--- src/tll_pkg.sv ---
`default_nettype none

package tll_pkg;

  // Token class codes
  localparam logic [2:0] KIND_WS      = 3'd0;
  localparam logic [2:0] KIND_NUM     = 3'd1;
  localparam logic [2:0] KIND_IDENT   = 3'd2;
  localparam logic [2:0] KIND_STR     = 3'd3;
  localparam logic [2:0] KIND_SYM     = 3'd4;
  localparam logic [2:0] KIND_COMMENT = 3'd5;

  // Characters of interest
  localparam logic [7:0] CH_SLASH  = 8'h2F;
  localparam logic [7:0] CH_PLUS   = 8'h2B;
  localparam logic [7:0] CH_MINUS  = 8'h2D;
  localparam logic [7:0] CH_DOT    = 8'h2E;
  localparam logic [7:0] CH_UNDER  = 8'h5F;
  localparam logic [7:0] CH_QUOTE  = 8'h22;
  localparam logic [7:0] CH_BSLASH = 8'h5C;
  localparam logic [7:0] CH_SPACE  = 8'h20;

  // Result queue depth
  localparam int QDEPTH = 4;
  localparam int QAW    = $clog2(QDEPTH);

  typedef enum logic [6:0] {
    MODE_IDLE    = 7'b0000001,
    MODE_INT     = 7'b0000010,
    MODE_FRAC    = 7'b0000100,
    MODE_IDENT   = 7'b0001000,
    MODE_STR     = 7'b0010000,
    MODE_ESC     = 7'b0100000,
    MODE_COMMENT = 7'b1000000
  } mode_t;

  typedef struct packed {
    logic [7:0] ch;
    logic [2:0] kind;
    logic       tbeg;
    logic       tend;
    logic       line_done;
  } res_t;

  typedef struct packed {
    res_t  res;
    mode_t mode;
  } cls_t;

  function automatic logic is_ws(logic [7:0] c);
    return (c == CH_SPACE) || (c >= 8'd9 && c <= 8'd13);
  endfunction

  function automatic logic is_dig(logic [7:0] c);
    return c >= 8'h30 && c <= 8'h39;
  endfunction

  function automatic logic is_alp(logic [7:0] c);
    return (c >= 8'h41 && c <= 8'h5A) || (c >= 8'h61 && c <= 8'h7A);
  endfunction

  function automatic logic is_word(logic [7:0] c);
    return is_alp(c) || is_dig(c) || (c == CH_UNDER);
  endfunction

  // Tag character h in mode m, with lookahead n valid when has_n.
  function automatic cls_t classify(mode_t m, logic [7:0] h, logic [7:0] n, logic has_n);
    cls_t o;
    logic cont;
    o.res.ch        = h;
    o.res.kind      = KIND_WS;
    o.res.tbeg      = 1'b0;
    o.res.tend      = 1'b0;
    o.res.line_done = 1'b0;
    o.mode          = m;
    cont            = 1'b1;

    if (m == MODE_INT && is_dig(h)) begin
      o.res.kind = KIND_NUM;
      o.res.tend = !(has_n && (is_dig(n) || n == CH_DOT));
      o.mode     = o.res.tend ? MODE_IDLE : MODE_INT;
    end else if (m == MODE_INT && h == CH_DOT && has_n && is_dig(n)) begin
      o.res.kind = KIND_NUM;
      o.mode     = MODE_FRAC;
    end else if (m == MODE_FRAC && is_dig(h)) begin
      o.res.kind = KIND_NUM;
      o.res.tend = !(has_n && is_dig(n));
      o.mode     = o.res.tend ? MODE_IDLE : MODE_FRAC;
    end else if (m == MODE_IDENT && is_word(h)) begin
      o.res.kind = KIND_IDENT;
      o.res.tend = !(has_n && is_word(n));
      o.mode     = o.res.tend ? MODE_IDLE : MODE_IDENT;
    end else if (m == MODE_STR) begin
      o.res.kind = KIND_STR;
      if (h == CH_QUOTE) begin
        o.res.tend = 1'b1;
        o.mode     = MODE_IDLE;
      end else if (h == CH_BSLASH && has_n) begin
        o.mode = MODE_ESC;
      end else begin
        o.res.tend = !has_n;
      end
    end else if (m == MODE_ESC) begin
      o.res.kind = KIND_STR;
      o.res.tend = !has_n;
      o.mode     = MODE_STR;
    end else if (m == MODE_COMMENT) begin
      o.res.kind = KIND_COMMENT;
    end else begin
      cont = 1'b0;
    end

    // token start position
    if (!cont) begin
      o.mode = MODE_IDLE;
      if (is_ws(h)) begin
        o.res.kind = KIND_WS;
      end else if (h == CH_SLASH && has_n && n == CH_SLASH) begin
        o.res.kind = KIND_COMMENT;
        o.mode     = MODE_COMMENT;
      end else if (is_dig(h) || ((h == CH_PLUS || h == CH_MINUS) && has_n && is_dig(n))) begin
        o.res.kind = KIND_NUM;
        o.res.tbeg = 1'b1;
        o.res.tend = !(has_n && (is_dig(n) || (is_dig(h) && n == CH_DOT)));
        o.mode     = o.res.tend ? MODE_IDLE : MODE_INT;
      end else if (is_alp(h)) begin
        o.res.kind = KIND_IDENT;
        o.res.tbeg = 1'b1;
        o.res.tend = !(has_n && is_word(n));
        o.mode     = o.res.tend ? MODE_IDLE : MODE_IDENT;
      end else if (h == CH_QUOTE) begin
        o.res.kind = KIND_STR;
        o.res.tbeg = 1'b1;
        o.res.tend = !has_n;
        o.mode     = o.res.tend ? MODE_IDLE : MODE_STR;
      end else begin
        o.res.kind = KIND_SYM;
        o.res.tbeg = 1'b1;
        o.res.tend = 1'b1;
      end
    end
    return o;
  endfunction

endpackage

`default_nettype wire

--- src/tll_if.sv ---
`default_nettype none

interface tll_in_if;
  logic       valid;
  logic       ready;
  logic [7:0] in_char;
  logic       end_of_line;

  modport source (output valid, in_char, end_of_line, input ready);
  modport sink   (input valid, in_char, end_of_line, output ready);
endinterface

interface tll_out_if;
  logic       valid;
  logic       ready;
  logic [7:0] out_char;
  logic [2:0] token_kind;
  logic       token_begin;
  logic       token_end;
  logic       line_done;

  modport source (output valid, out_char, token_kind, token_begin, token_end, line_done,
                  input ready);
  modport sink   (input valid, out_char, token_kind, token_begin, token_end, line_done,
                  output ready);
endinterface

`default_nettype wire

--- src/template_line_lexer_unit.sv ---
// Channel   Dir  Payload                                             Handshake
// in_ch     in   in_char, end_of_line                                valid/ready
// out_ch    out  out_char, token_kind, token_begin, token_end,       valid/ready
//                line_done
//
// One character is taken per clock while the four-entry result queue has two
// free places; each character's tag is decided when the next one arrives.
// A line end yields up to two results, drained one per clock from the queue while out_ch is ready.
// A tag decided by a transfer is written into the result queue, which drives out_ch.
// Synchronous active-low reset empties the queue and returns the lexer to idle.
// Either side may stall at any time; the queue absorbs the difference.
`default_nettype none

module template_line_lexer_unit (
  input  wire logic  clk,
  input  wire logic  rst_n,
  tll_in_if.sink     in_ch,
  tll_out_if.source  out_ch
);

  tll_pkg::mode_t mode_r;
  logic [7:0]     held_char_r;
  logic           held_valid_r;

  tll_pkg::res_t             q_r [tll_pkg::QDEPTH];
  logic [tll_pkg::QAW-1:0]   wr_ptr_r;
  logic [tll_pkg::QAW-1:0]   rd_ptr_r;
  logic [tll_pkg::QAW:0]     count_r;
  logic [tll_pkg::QAW:0]     count_nxt;

  logic           accept;
  logic           pop;
  logic [1:0]     n_push;
  tll_pkg::cls_t  cls0;
  tll_pkg::cls_t  cls1;
  tll_pkg::mode_t mode_mid;
  tll_pkg::res_t  res_last;

  assign in_ch.ready = count_r <= (tll_pkg::QAW+1)'(tll_pkg::QDEPTH - 2);
  assign accept      = in_ch.valid && in_ch.ready;
  assign out_ch.valid = count_r != '0;
  assign pop         = out_ch.valid && out_ch.ready;

  always_comb begin
    cls0     = tll_pkg::classify(mode_r, held_char_r, in_ch.in_char, 1'b1);
    mode_mid = held_valid_r ? cls0.mode : mode_r;
    cls1     = tll_pkg::classify(mode_mid, in_ch.in_char, 8'd0, 1'b0);
    res_last = cls1.res;
    res_last.line_done = 1'b1;
    n_push   = accept ? ({1'b0, held_valid_r} + {1'b0, in_ch.end_of_line}) : 2'd0;
    count_nxt = count_r + (tll_pkg::QAW+1)'(n_push) - (tll_pkg::QAW+1)'(pop);
  end

  always_ff @(posedge clk) begin
    if (!rst_n) begin
      mode_r       <= tll_pkg::MODE_IDLE;
      held_char_r  <= 8'd0;
      held_valid_r <= 1'b0;
      wr_ptr_r     <= '0;
      rd_ptr_r     <= '0;
      count_r      <= '0;
    end else begin
      if (accept) begin
        if (in_ch.end_of_line) begin
          // line end flushes the held character and resets the mode
          mode_r       <= tll_pkg::MODE_IDLE;
          held_char_r  <= 8'd0;
          held_valid_r <= 1'b0;
        end else begin
          mode_r       <= mode_mid;
          held_char_r  <= in_ch.in_char;
          held_valid_r <= 1'b1;
        end
      end
      wr_ptr_r <= wr_ptr_r + tll_pkg::QAW'(n_push);
      if (pop) begin
        rd_ptr_r <= rd_ptr_r + 1'b1;
      end
      count_r <= count_nxt;
    end
  end

  always_ff @(posedge clk) begin
    if (accept && (held_valid_r || in_ch.end_of_line)) begin
      q_r[wr_ptr_r] <= held_valid_r ? cls0.res : res_last;
      if (held_valid_r && in_ch.end_of_line) begin
        q_r[wr_ptr_r + 1'b1] <= res_last;
      end
    end
  end

  assign out_ch.out_char    = q_r[rd_ptr_r].ch;
  assign out_ch.token_kind  = q_r[rd_ptr_r].kind;
  assign out_ch.token_begin = q_r[rd_ptr_r].tbeg;
  assign out_ch.token_end   = q_r[rd_ptr_r].tend;
  assign out_ch.line_done   = q_r[rd_ptr_r].line_done;

endmodule

`default_nettype wire

--- src/flat_wrapper.sv ---
// flat-port wrapper written by rule: the top's interface ports become plain ports
module template_line_lexer_unit_flat 
  (clk, rst_n, in_ch_valid, in_ch_in_char, in_ch_end_of_line, in_ch_ready, out_ch_valid, out_ch_out_char, out_ch_token_kind, out_ch_token_begin, out_ch_token_end, out_ch_line_done, out_ch_ready);
  tll_in_if in_ch_i ();
  tll_out_if out_ch_i ();
  input  wire logic clk;
  input  wire logic rst_n;
  input wire logic [$bits(in_ch_i.valid)-1:0] in_ch_valid;
  input wire logic [$bits(in_ch_i.in_char)-1:0] in_ch_in_char;
  input wire logic [$bits(in_ch_i.end_of_line)-1:0] in_ch_end_of_line;
  output wire logic [$bits(in_ch_i.ready)-1:0] in_ch_ready;
  output wire logic [$bits(out_ch_i.valid)-1:0] out_ch_valid;
  output wire logic [$bits(out_ch_i.out_char)-1:0] out_ch_out_char;
  output wire logic [$bits(out_ch_i.token_kind)-1:0] out_ch_token_kind;
  output wire logic [$bits(out_ch_i.token_begin)-1:0] out_ch_token_begin;
  output wire logic [$bits(out_ch_i.token_end)-1:0] out_ch_token_end;
  output wire logic [$bits(out_ch_i.line_done)-1:0] out_ch_line_done;
  input wire logic [$bits(out_ch_i.ready)-1:0] out_ch_ready;
  assign in_ch_i.valid = in_ch_valid;
  assign in_ch_i.in_char = in_ch_in_char;
  assign in_ch_i.end_of_line = in_ch_end_of_line;
  assign in_ch_ready = in_ch_i.ready;
  assign out_ch_valid = out_ch_i.valid;
  assign out_ch_out_char = out_ch_i.out_char;
  assign out_ch_token_kind = out_ch_i.token_kind;
  assign out_ch_token_begin = out_ch_i.token_begin;
  assign out_ch_token_end = out_ch_i.token_end;
  assign out_ch_line_done = out_ch_i.line_done;
  assign out_ch_i.ready = out_ch_ready;
  template_line_lexer_unit u_core (.clk(clk), .rst_n(rst_n), .in_ch(in_ch_i), .out_ch(out_ch_i));
endmodule
--- config.mk ---
export PLATFORM = sky130hd
export DESIGN_NAME = template_line_lexer_unit_flat
export DESIGN_NICKNAME = d
export VERILOG_FILES = /design/src/tll_pkg.sv /design/src/tll_if.sv /design/src/template_line_lexer_unit.sv /design/src/flat_wrapper.sv
export SDC_FILE = /design/constraint.sdc
export NUM_CORES = 1
export LEC_CHECK = 0
export ABC_CLOCK_PERIOD_IN_PS = 5400
export BUFFER_PORTS_ARGS = -buffer_cell sky130_fd_sc_hd__buf_2
export CAP_MARGIN = 20
export CORE_MARGIN = 3
export CORE_UTILIZATION = 55
export DETAILED_ROUTE_END_ITERATION = 16
export PLACE_DENSITY = 0.82
export SLEW_MARGIN = 20
export SYNTH_ARGS = -nofsm -noshare
export SYNTH_HDL_FRONTEND = slang
export SYNTH_SLANG_ARGS = --single-unit
--- constraint.sdc ---
create_clock -name clk -period 5.4 [get_ports clk]
set_clock_uncertainty 0.15 [all_clocks]
set_input_delay 1.08 -clock clk [delete_from_list [all_inputs] [get_ports clk]]
set_output_delay 1.08 -clock clk [all_outputs]
set_load 0.01 [all_outputs]
==> results of run 1 <==
-- metrics by stage --
stage | setup WS [ps] | util (%) | cells | area (sq um) | hold WS (ps)
6_report | 977.1 | 61.05 | 614 | 5376 | 360.6
5_1_grt | 758.5 | 61.05 | 614 | 5376 | 361.5
4_1_cts | 1068 | 61.05 | 614 | 5376 | 348.4
3_5_place_dp | 692.8 | 58.57 | 598 | 5157 | 321.3
3_3_place_gp | 861.8 | 58.57 | 598 | 5157 | 327.4
2_1_floorplan | 1220 | - | 498 | 5026 | 304.7
-- final cells by class --
class | instances | share of cell area, %
Multi-Input combinational cell | 371 | 50.13
Sequential cell | 81 | 39.84
Timing Repair Buffer | 30 | 2.886
Tap cell | 108 | 2.513
Clock buffer | 10 | 2.374
Clock inverter | 6 | 1.699
Inverter | 8 | 0.5585
-- cells in the final DEF, fill, tap and decap left out, drive strengths merged, types with 8 or more instances in the layout --
cell / instances
mux4: 14
clkbuf: 10
nor2b: 16
inv: 9
a22o: 30
nor2: 34
o32ai: 9
nor4b: 8
a21oi: 24
nand2: 45
o22ai: 8
o21ai: 31
buf: 30
edfxtp: 52
nand3: 10
dfxtp: 29
and3: 13
and2: 14
nor3: 9
-- power groups by stage --
stage | registers [mW] | clock network (mW) | logic (mW)
2_1_floorplan | 0.762 | 0 | 0.384
3_3_place_gp | 0.815 | 0 | 0.452
3_5_place_dp | 0.820 | 0 | 0.466
4_1_cts | 0.806 | 0.494 | 0.467
5_1_grt | 0.817 | 0.516 | 0.516
6_report | 0.804 | 0.487 | 0.468
-- worst reg2reg max path, stage by stage (launching register included) --
cell	delay, ps
dfxtp_1	690
nor4b_1	680
a22oi_1	220
o32a_1	350
a31o_2	290
nor2_1	130
nand4_1	160
a2111oi_4	610
a211oi_2	150
a221oi_2	420
o32ai_1	160
-- cells by family after synthesis --
logic type	count (synthesis)
xor+xnor	10
flops	81
fa+ha+maj	7
simple gates	187
buf+inv	46
compound gates	152
mux	15
-- final timing paths --
check,cells past startpoint,slack [ps],startpoint,end
hold reg to reg,2,360,u_core.q_r[2][0],u_core.q_r[2][0]
hold / removal,2,360,u_core.q_r[2][0],u_core.q_r[2][0]
setup / recovery,11,980,in_ch_in_char[5],u_core.q_r[0][5]
setup reg to reg,10,1110,u_core.held_char_r[1],u_core.q_r[0][5]
-- flip-flops by register name (all words and copies together), names as in the netlist, named ones only --
name                 flops
u_core.held_valid_r      1
u_core.mode_r            7
u_core.held_char_r       8
u_core.wr_ptr_r          2
u_core.count_r           3
u_core.rd_ptr_r          2
u_core.q_r              56
-- metal layers --
| metal | GRT usage [%] | share of wire (%) | vias up |
|---|---|---|---|
| li1 | - | - | 1943 |
| met1 | 36.01 | 44 | 2018 |
| met2 | 39.39 | 46 | 254 |
| met3 | 4.408 | 7.7 | 21 |
| met4 | 7.260 | 2.1 | 0 |
| met5 | 0 | 0 | - |
==> run metrics, run 1 <==
final hold viol count 0; ys flop type edfxtp_1; CP arrival 4350 ps; register bit total from synthesis 81; Synth top area share 31.07%; leak pwr roughly 1.8 nW; Initial Util 57.08%; register area share after synthesis 42.62%; clk_lat worst skew 350 ps; FMAX 226.1 MHz; root buffer cell clkbuf_8; Worst VDD drop 0.1474 mV; buffers added on ports 28; Setup crit start kind primary input; vias per cell 6.899; first-pass GRT wire length 20,510 um; total power 1.758 mW; Distinct cells, synth 75; Slew @ Worst Pin between 800 and 900 ps; IO Pins 29; dominant cell type by area after synthesis edfxtp_1; setup bufs post-CTS 0; Cell Pwr Density 327.0 mW/mm^2; Compound-Gate Fraction of Synth Area 22.28%; Avg WL per Cell about 20 um; CTS tree built; DRT Wirelength between 10,000 and 15,000 um; Yosys Warn Count 0; Antenna Nets Post-Route 0; Max-Cap Viols 0; Clock Power Share 27.7%; CP cell instances buf_2 -> or3b_2 -> nor4_1 -> nand2_1 -> and3_1 -> nand4_1 -> nand4_1 -> a2111oi_4 -> a211oi_2 -> a221oi_2 -> o32ai_1; Rows 34; H-tree depth reported by CTS 3; multi-input logic area 0.002695 sq mm; vias in the first global route 3,804; crit share post-route about four fifths; synthesized instance count approximately 500; residual overflow from global routing 0; critical path peak fanout 12; largest family of logic cells by synthesized area compound AO/OA/AOI/OAI gates; Storage cell area 0.002142 sq mm; Reg clk slew, reported paths approximately 90 ps; HP Class reg2reg; CTS max path bufs 2; die area 0.01032 sq mm; Hold Buf Count CTS 0; mux share of post-synthesis cell area 6.497%; worst path required time 5320 ps; synth cell count leaders edfxtp_1 (52), nand2_1 (44), nor2_1 (34), a22o_1 (30), dfxtp_1 (29); xor/xnor share of the synthesized area 1.743%; Cell Area, Synth 0.005026 sq mm; Final Critical Period 4423 ps; crit path capture type flip-flop; total CTS buffers 9; # fillers a little under 700; crit-path max cell delay 610 ps; core footprint 0.008806 sq mm; Synthesized Nets about 520; critical path's top delay family simple AND/OR/NAND/NOR gates; asr flop ratio synth 0%; critical path's most frequent cell nand4_1; Slew headroom 40.46%; Pint between 1 and 1.5 mW; Area contributors post-synth edfxtp_1 (31%), dfxtp_1 (12%), mux4_2 (6.3%); CP max stage cell a2111oi_4; Logic pwr share 26.6%; DRT Pass-1 Iters 5; Synth-to-Final Area Change 6.970%; critical path class in2reg; DRT iter0 DRCs 495; CP bufs+invs 1; gr usage total 25.18%; Final setup viols 0; initial antenna violation count 0; die height 101.6 um; number of synthesized flops with an enable pin 52; Final #Nets 521; final max-slew violation count 0; adder-cell share of the synthesized area 1.892%; DP HPWL 9177 um; CTS sink cnt 81; Switch Pwr 0.5487 mW; DRC Markers 0; setup_tns 0 ps; Antenna Cells 0; count leader, synth edfxtp_1; status finished clean; Die Wd about 100 um; sw frac 31.21%; cts repair resizes 0; largest net degree at the start of global routing 28; RSZ-0062 raised after global routing false; sequential group share of total power 45.7%; Post-Synth Simple-Gate Area 21.21%; layout cells sized above 1 16.21%; GP Congestion 1.008; syn avg cell area 10.09 sq um; routed vias roughly 4,200
Note: power is estimated with default switching activity, not from simulation.
==> inputs of run 2 (changes only) <==
Settings changed: ABC_AREA from default to 1, ABC_CLOCK_PERIOD_IN_PS 5400 to 4100.
Clock period 5.4 ns to 4.1 ns, I/O delays scaled along.
==> run 2 against run 1 <==
Compared with the run above: register-to-register slack got worse by 100 ps; count of clock-buffer cells in the layout unchanged; critical endpoint is now u_core.q_r[2][1]; largest cell class unchanged; non-clock buffer count up 8.
==> run metrics, run 2 <==
Largest register FFs 56; crit share post-route 77.77%; total CTS buffers 9; # fillers 801; IO Pins 29; synthesized instance count roughly 700; Reg clk slew, reported paths 90 ps; worst path required time roughly 4000 ps; Worst Setup SP in_ch_in_char[7]; status finished clean; Cell Area, Synth around 0.0051 sq mm; syn avg cell area 7.270 sq um; RSZ-0062 raised after global routing false; Slew headroom ~54%; min-delay src u_core.rd_ptr_r[0]; Area contributors post-synth edfxtp_1 (31%), nand2_1 (14%), dfxtp_1 (11%); CTS max path bufs 2; Final Critical Period 3188 ps; die area 0.01046 sq mm; setup_tns 0 ps; die height about 100 um; most frequent cells in the layout nand2_1 (186), nor2_1 (84), inv_1 (60); final max-slew violation count 0; sw frac 37.00%; root buffer cell clkbuf_8; total power 2.254 mW; vias in the first global route 4,654; Logic pwr share between 30% and 40%; Final setup viols 0; wire length on met3 1108 um; Clock Power Share 23.6%; Pint about 1.4 mW; register area share after synthesis 42.03%; synth cell count leaders nand2_1 (186), nor2_1 (84), inv_1 (60), edfxtp_1 (52), nand3_1 (49); final hold viol count 0; layout cells sized above 1 ~16%; HP Class reg2reg; hold slack between 300 and 400 ps; met2 routed wirelength 6503 um; Rows 34; DP Area 0.005365 sq mm; critical path class in2reg; leading cell type in the layout, fill and taps excluded nand2_1; buffers added on ports 28; residual overflow from global routing 0; Slew @ Worst Pin 688.8 ps; core footprint 0.008848 sq mm; Antenna Cells 0; Synth-to-Final Area Change 8.642%; Switch Pwr 0.8341 mW; Initial Util 57.59%; FMAX 313.6 MHz; Placed Cells roughly 830; register bit total from synthesis around 80; number of synthesized flops with an enable pin 52; gr usage total a little over a quarter; leak pwr 2.569 nW; Largest Register u_core.q_r; crit path capture type flip-flop; cts repair resizes 0; asr flop ratio synth 0%; ys flop type edfxtp_1; count leader, synth nand2_1; Die Wd 102.3 um; largest registers u_core.q_r x56, u_core.held_char_r x8, u_core.mode_r x7; critical path peak fanout 10; sequential group share of total power 45.0%; vias per cell 5.861; Distinct cells, synth 40; CP arrival between 3000 and 4000 ps; Hold Buf Count CTS 0; initial antenna violation count 0; H-tree depth reported by CTS 3; Antenna Nets Post-Route 0; routed vias 4,935; Worst VDD drop 0.2428 mV; Avg WL per Cell 15.97 um; Reg2Reg Launch Point u_core.held_char_r[1]; first-pass GRT wire length about 22,000 um; dominant cell type by area after synthesis edfxtp_1; DRC Markers 0; largest net degree at the start of global routing 36; DRT iter0 DRCs 363; design area 0.005537 sq mm; clk_lat worst skew 360 ps; Cell Pwr Density 407.1 mW/mm^2; non-filler cells, final around 840; Final #Nets 749; DRT met1 WL 5560 um; DRT Wirelength 13,450 um; CTS tree built; Setup crit start kind primary input; DP HPWL ~10,000 um; setup bufs post-CTS 0; DRT Pass-1 Iters 5; Yosys Warn Count 0; Max-Cap Viols 0; CTS sink cnt about 80; GP Congestion 0.9670; Synthesized Nets 721; DR top layer met4; Synth top area share 30.64%
-- run 2: critical path, cell delays in order --
cell and delay (ps):
buf_2 170, inv_2 80, nand2_1 70, nor2_1 50
nand2_2 130, nor2_1 60, nand2_1 130, nand3_4 120
nor2_8 210, nand2_2 100, nor2_1 190, nor2_2 70
nand2_2 100, nand3_4 80, nor2_2 150, nand2_1 140
inv_2 100, o211ai_2 120, nand3_1 130, nand2_1 110
-- run 2: cells by family after synthesis --
logic type / Yosys count / synth area share [%]
buffers and inverters: 108 / 8.077
AND/OR/NAND/NOR: 366 / 32.02
AO/OA/AOI/OAI: 136 / 15.49
flip-flops: 81 / 42.03
XOR/XNOR: 3 / 0.5157
adder cells (fa/ha/maj): 7 / 1.866
-- run 2: area by class of cell --
cell class,count,area (sq um),area share [%]
multi-input combinational,512,2542,45.92
sequential,81,2142,38.69
inverter,87,326.6,5.898
timing repair buffer,38,219.0,3.955
tap,108,135.1,2.441
clock buffer,10,127.6,2.305
clock inverter,6,43.79,0.7910
-- run 2: stage by stage --
stage / util, % / setup WS [ps]
after floorplan: - / 1119
after global placement: 60.51 / 648.7
after detailed placement: 60.63 / 595.4
after CTS: 62.57 / 949.5
after global routing: 62.57 / 696.4
final: 62.57 / 911.6
-- run 2: power groups by stage --
stage | clock [mW] | sequential (mW) | combinational (mW)
2_1_floorplan | 0 | 1.01 | 0.498
3_3_place_gp | 0 | 1.03 | 0.674
3_5_place_dp | 0 | 1.03 | 0.704
4_1_cts | 0.540 | 1.01 | 0.707
5_1_grt | 0.566 | 1.02 | 0.797
6_report | 0.532 | 1.01 | 0.707
-- run 2: final timing paths --
check                             to  slack [ps]  cells after the start
setup / recovery    u_core.q_r[2][1]         910                     20
hold reg to reg   u_core.rd_ptr_r[0]         340                      1
hold / removal    u_core.rd_ptr_r[0]         340                      1
setup reg to reg    u_core.q_r[2][1]        1010                     19
-- run 2: layer usage --
layer	track usage [%]	vias up
li1	-	2396
met1	35.46	2244
met2	46.33	259
met3	4.164	36
met4	8.073	0
met5	0	-
==> inputs of run 3 (changes only) <==
Settings changed: ABC_AREA 1 to 0, ABC_CLOCK_PERIOD_IN_PS 4100 to 2600, PLACE_DENSITY 0.82 to 0.85.
Clock period 4.1 ns to 2.6 ns, I/O delays scaled along.
==> run 3 against run 2 <==
Compared with the run above: the run now ends with setup timing left; via count increased by 8.8%; first-iteration DRC count increased by 71%; sequential share of layout area decreased by 8.1 points; setup slack got worse by 1900 ps; combinational power increased by 110%; count of clock-buffer cells in the layout decreased by 1; cell count decreased by 8.9%; global-route usage increased by 4.3 points; register-to-register slack got worse by 2000 ps; largest cell class unchanged.
==> run metrics, run 3 (synthesis gave the netlist of run 1 again) <==
IO Pins 29; H-tree depth reported by CTS 3; Max-Cap Viols 0; vias in the first global route a little over 5,000; layout cells sized above 1 44.61%; # fillers slightly below 500; Final #Nets 674; crit share post-route 137.8%; DP Area roughly 0.0062 sq mm; multi-input logic area 0.003120 sq mm; final hold viol count 0; most frequent cells in the layout buf_4 (143), edfxtp_1 (52), nand2_1 (41); utilization after layout around four fifths; total CTS buffers 9; root buffer cell clkbuf_8; core footprint 0.008806 sq mm; FMAX 279.1 MHz; DRT Pass-1 Iters 6; CTS tree built; Initial Util between 50% and 60%; DRC Markers 0; Synth-to-Final Area Change 40.03%; Slew @ Worst Pin roughly 670 ps; Placed Cells 723; hold slack 381.2 ps; Die Wd 101.6 um; WHS Endpoint u_core.mode_r[0]; Worst VDD drop 0.3074 mV; Final setup viols 31; largest net degree at the start of global routing 25; critical path peak fanout 4; min-delay src rst_n; CTS max path bufs 2; crit-path max cell delay 560 ps; worst path required time 2540 ps; critical path's top delay family compound AO/OA/AOI/OAI gates; Storage cell area 0.002153 sq mm; vias per cell 6.997; die area 0.01032 sq mm; status finished, violations left; first-pass GRT wire length roughly 25,000 um; initial antenna violation count 0; Largest Register u_core.q_r; worst setup margin -983.1 ps; RSZ-0062 raised after global routing true; Final Critical Period between 3000 and 4000 ps; Worst Hold Path Cells 2; Hold Buf Count CTS 0; routed vias 5,367; Largest register FFs 56; clk_lat worst skew about 360 ps; Reg-to-Reg End u_core.q_r[1][5]; final max-slew violation count 0; Avg WL per Cell ~24 um; DRT iter0 DRCs 620; Worst R2R Path Depth 11; leading cell type in the layout, fill and taps excluded buf_4; Slew headroom 54.78%; Antenna Nets Post-Route 0; GP Congestion 0.9990; crit path capture type flip-flop; gr usage total between 30% and 40%; leak pwr 2.706 nW; total power 4.014 mW; DP HPWL about 11,000 um; CP max stage cell or4_4; design area approximately 0.0070 sq mm; flop-to-flop setup slack -980 ps; Reg clk slew, reported paths 90 ps; Cell Pwr Density 570.4 mW/mm^2; Reg2Reg Launch Point u_core.held_char_r[0]; CP bufs+invs 1; die height 101.6 um; failing checks setup timing; Setup crit start kind flip-flop; CTS sink cnt between 80 and 90; critical path class reg2reg; DRT Wirelength roughly 18,000 um; Antenna Cells 0; residual overflow from global routing 0; buffers added on ports 28; non-filler cells, final 767; HP Class in2reg; CP cell instances or4_4 -> o221ai_4 -> o21ai_4 -> nor3b_4 -> buf_4 -> nand3_2 -> a31o_4 -> a2111oi_4 -> a211oi_4 -> a221oi_4 -> o32ai_1; CP arrival 3520 ps; largest registers u_core.q_r x56, u_core.held_char_r x8, u_core.mode_r x7; Rows 34
run 3: cell count changes in the layout (fill, tap and decap cells not counted), moves of 23 or more:
cell	delta
a22o_1	+30
o22ai_1	-36
o21ai_0	-32
buf_4	+134
nand3_1	-42
inv_2	-23
inv_1	-52
nor2_1	-55
nand2_1	-145
run 3: worst max path at each step:
stage                                startpoint               end  slack (ps)  cells after the start
after floorplan                in_ch_in_char[4]  u_core.q_r[0][3]        -860                     11
after global placement         in_ch_in_char[6]  u_core.q_r[1][3]        -920                     11
after detailed placement       in_ch_in_char[6]  u_core.q_r[1][3]       -1060                     11
after CTS                 u_core.held_char_r[0]  u_core.q_r[2][5]        -770                     11
after global routing      u_core.held_char_r[2]  u_core.q_r[1][5]       -1070                     13
final                     u_core.held_char_r[0]  u_core.q_r[1][5]        -980                     11
run 3: worst register-to-register path, cell delays in order, from the launching register on:
cell       delay (ps)
dfxtp_2           350
or4_4             560
o221ai_4          240
o21ai_4           100
nor3b_4           270
buf_4             160
nand3_2            80
a31o_4            260
a2111oi_4         440
a211oi_4          100
a221oi_4          430
o32ai_1           170
run 3: layout make-up:
cell class / instances / area share, %
Clock buffer: 9 / 1.760
Clock inverter: 7 / 1.120
Sequential cell: 81 / 30.60
Timing Repair Buffer: 183 / 19.84
Inverter: 8 / 0.4267
Tap cell: 108 / 1.920
Multi-Input combinational cell: 371 / 44.34
run 3: power breakdown:
group          internal [mW]  leakage, nW  switching (mW)
Sequential              1.51        0.758          0.0846
Clock                  0.454       0.0994           0.517
Combinational          0.672         1.85           0.778
Total                   2.63         2.71            1.38
run 3: per-layer routing:
layer  share of wire, %  track usage, %  vias up
met5                  0               0        -
met4                6.8           14.62        0
met3                 12           6.267      151
met2                 47           54.48      483
met1                 34           37.20     2488
li1                   -               -     2245
run 3: metrics by stage:
stage	worst slack (ps)	setup TNS [ps]
2_1_floorplan	-860.0	-13650
3_3_place_gp	-923.4	-16770
3_5_place_dp	-1059	-17910
4_1_cts	-769.2	-13590
5_1_grt	-1068	-20880
6_report	-983.1	-16940
run 3: what timing repair did:
item / 4_1_cts / 5_1_grt
setup buffers: 17 / 14
setup endpoints to repair: 22 / 95
pin swaps: 21 / 18
resized for setup: 51 / 39
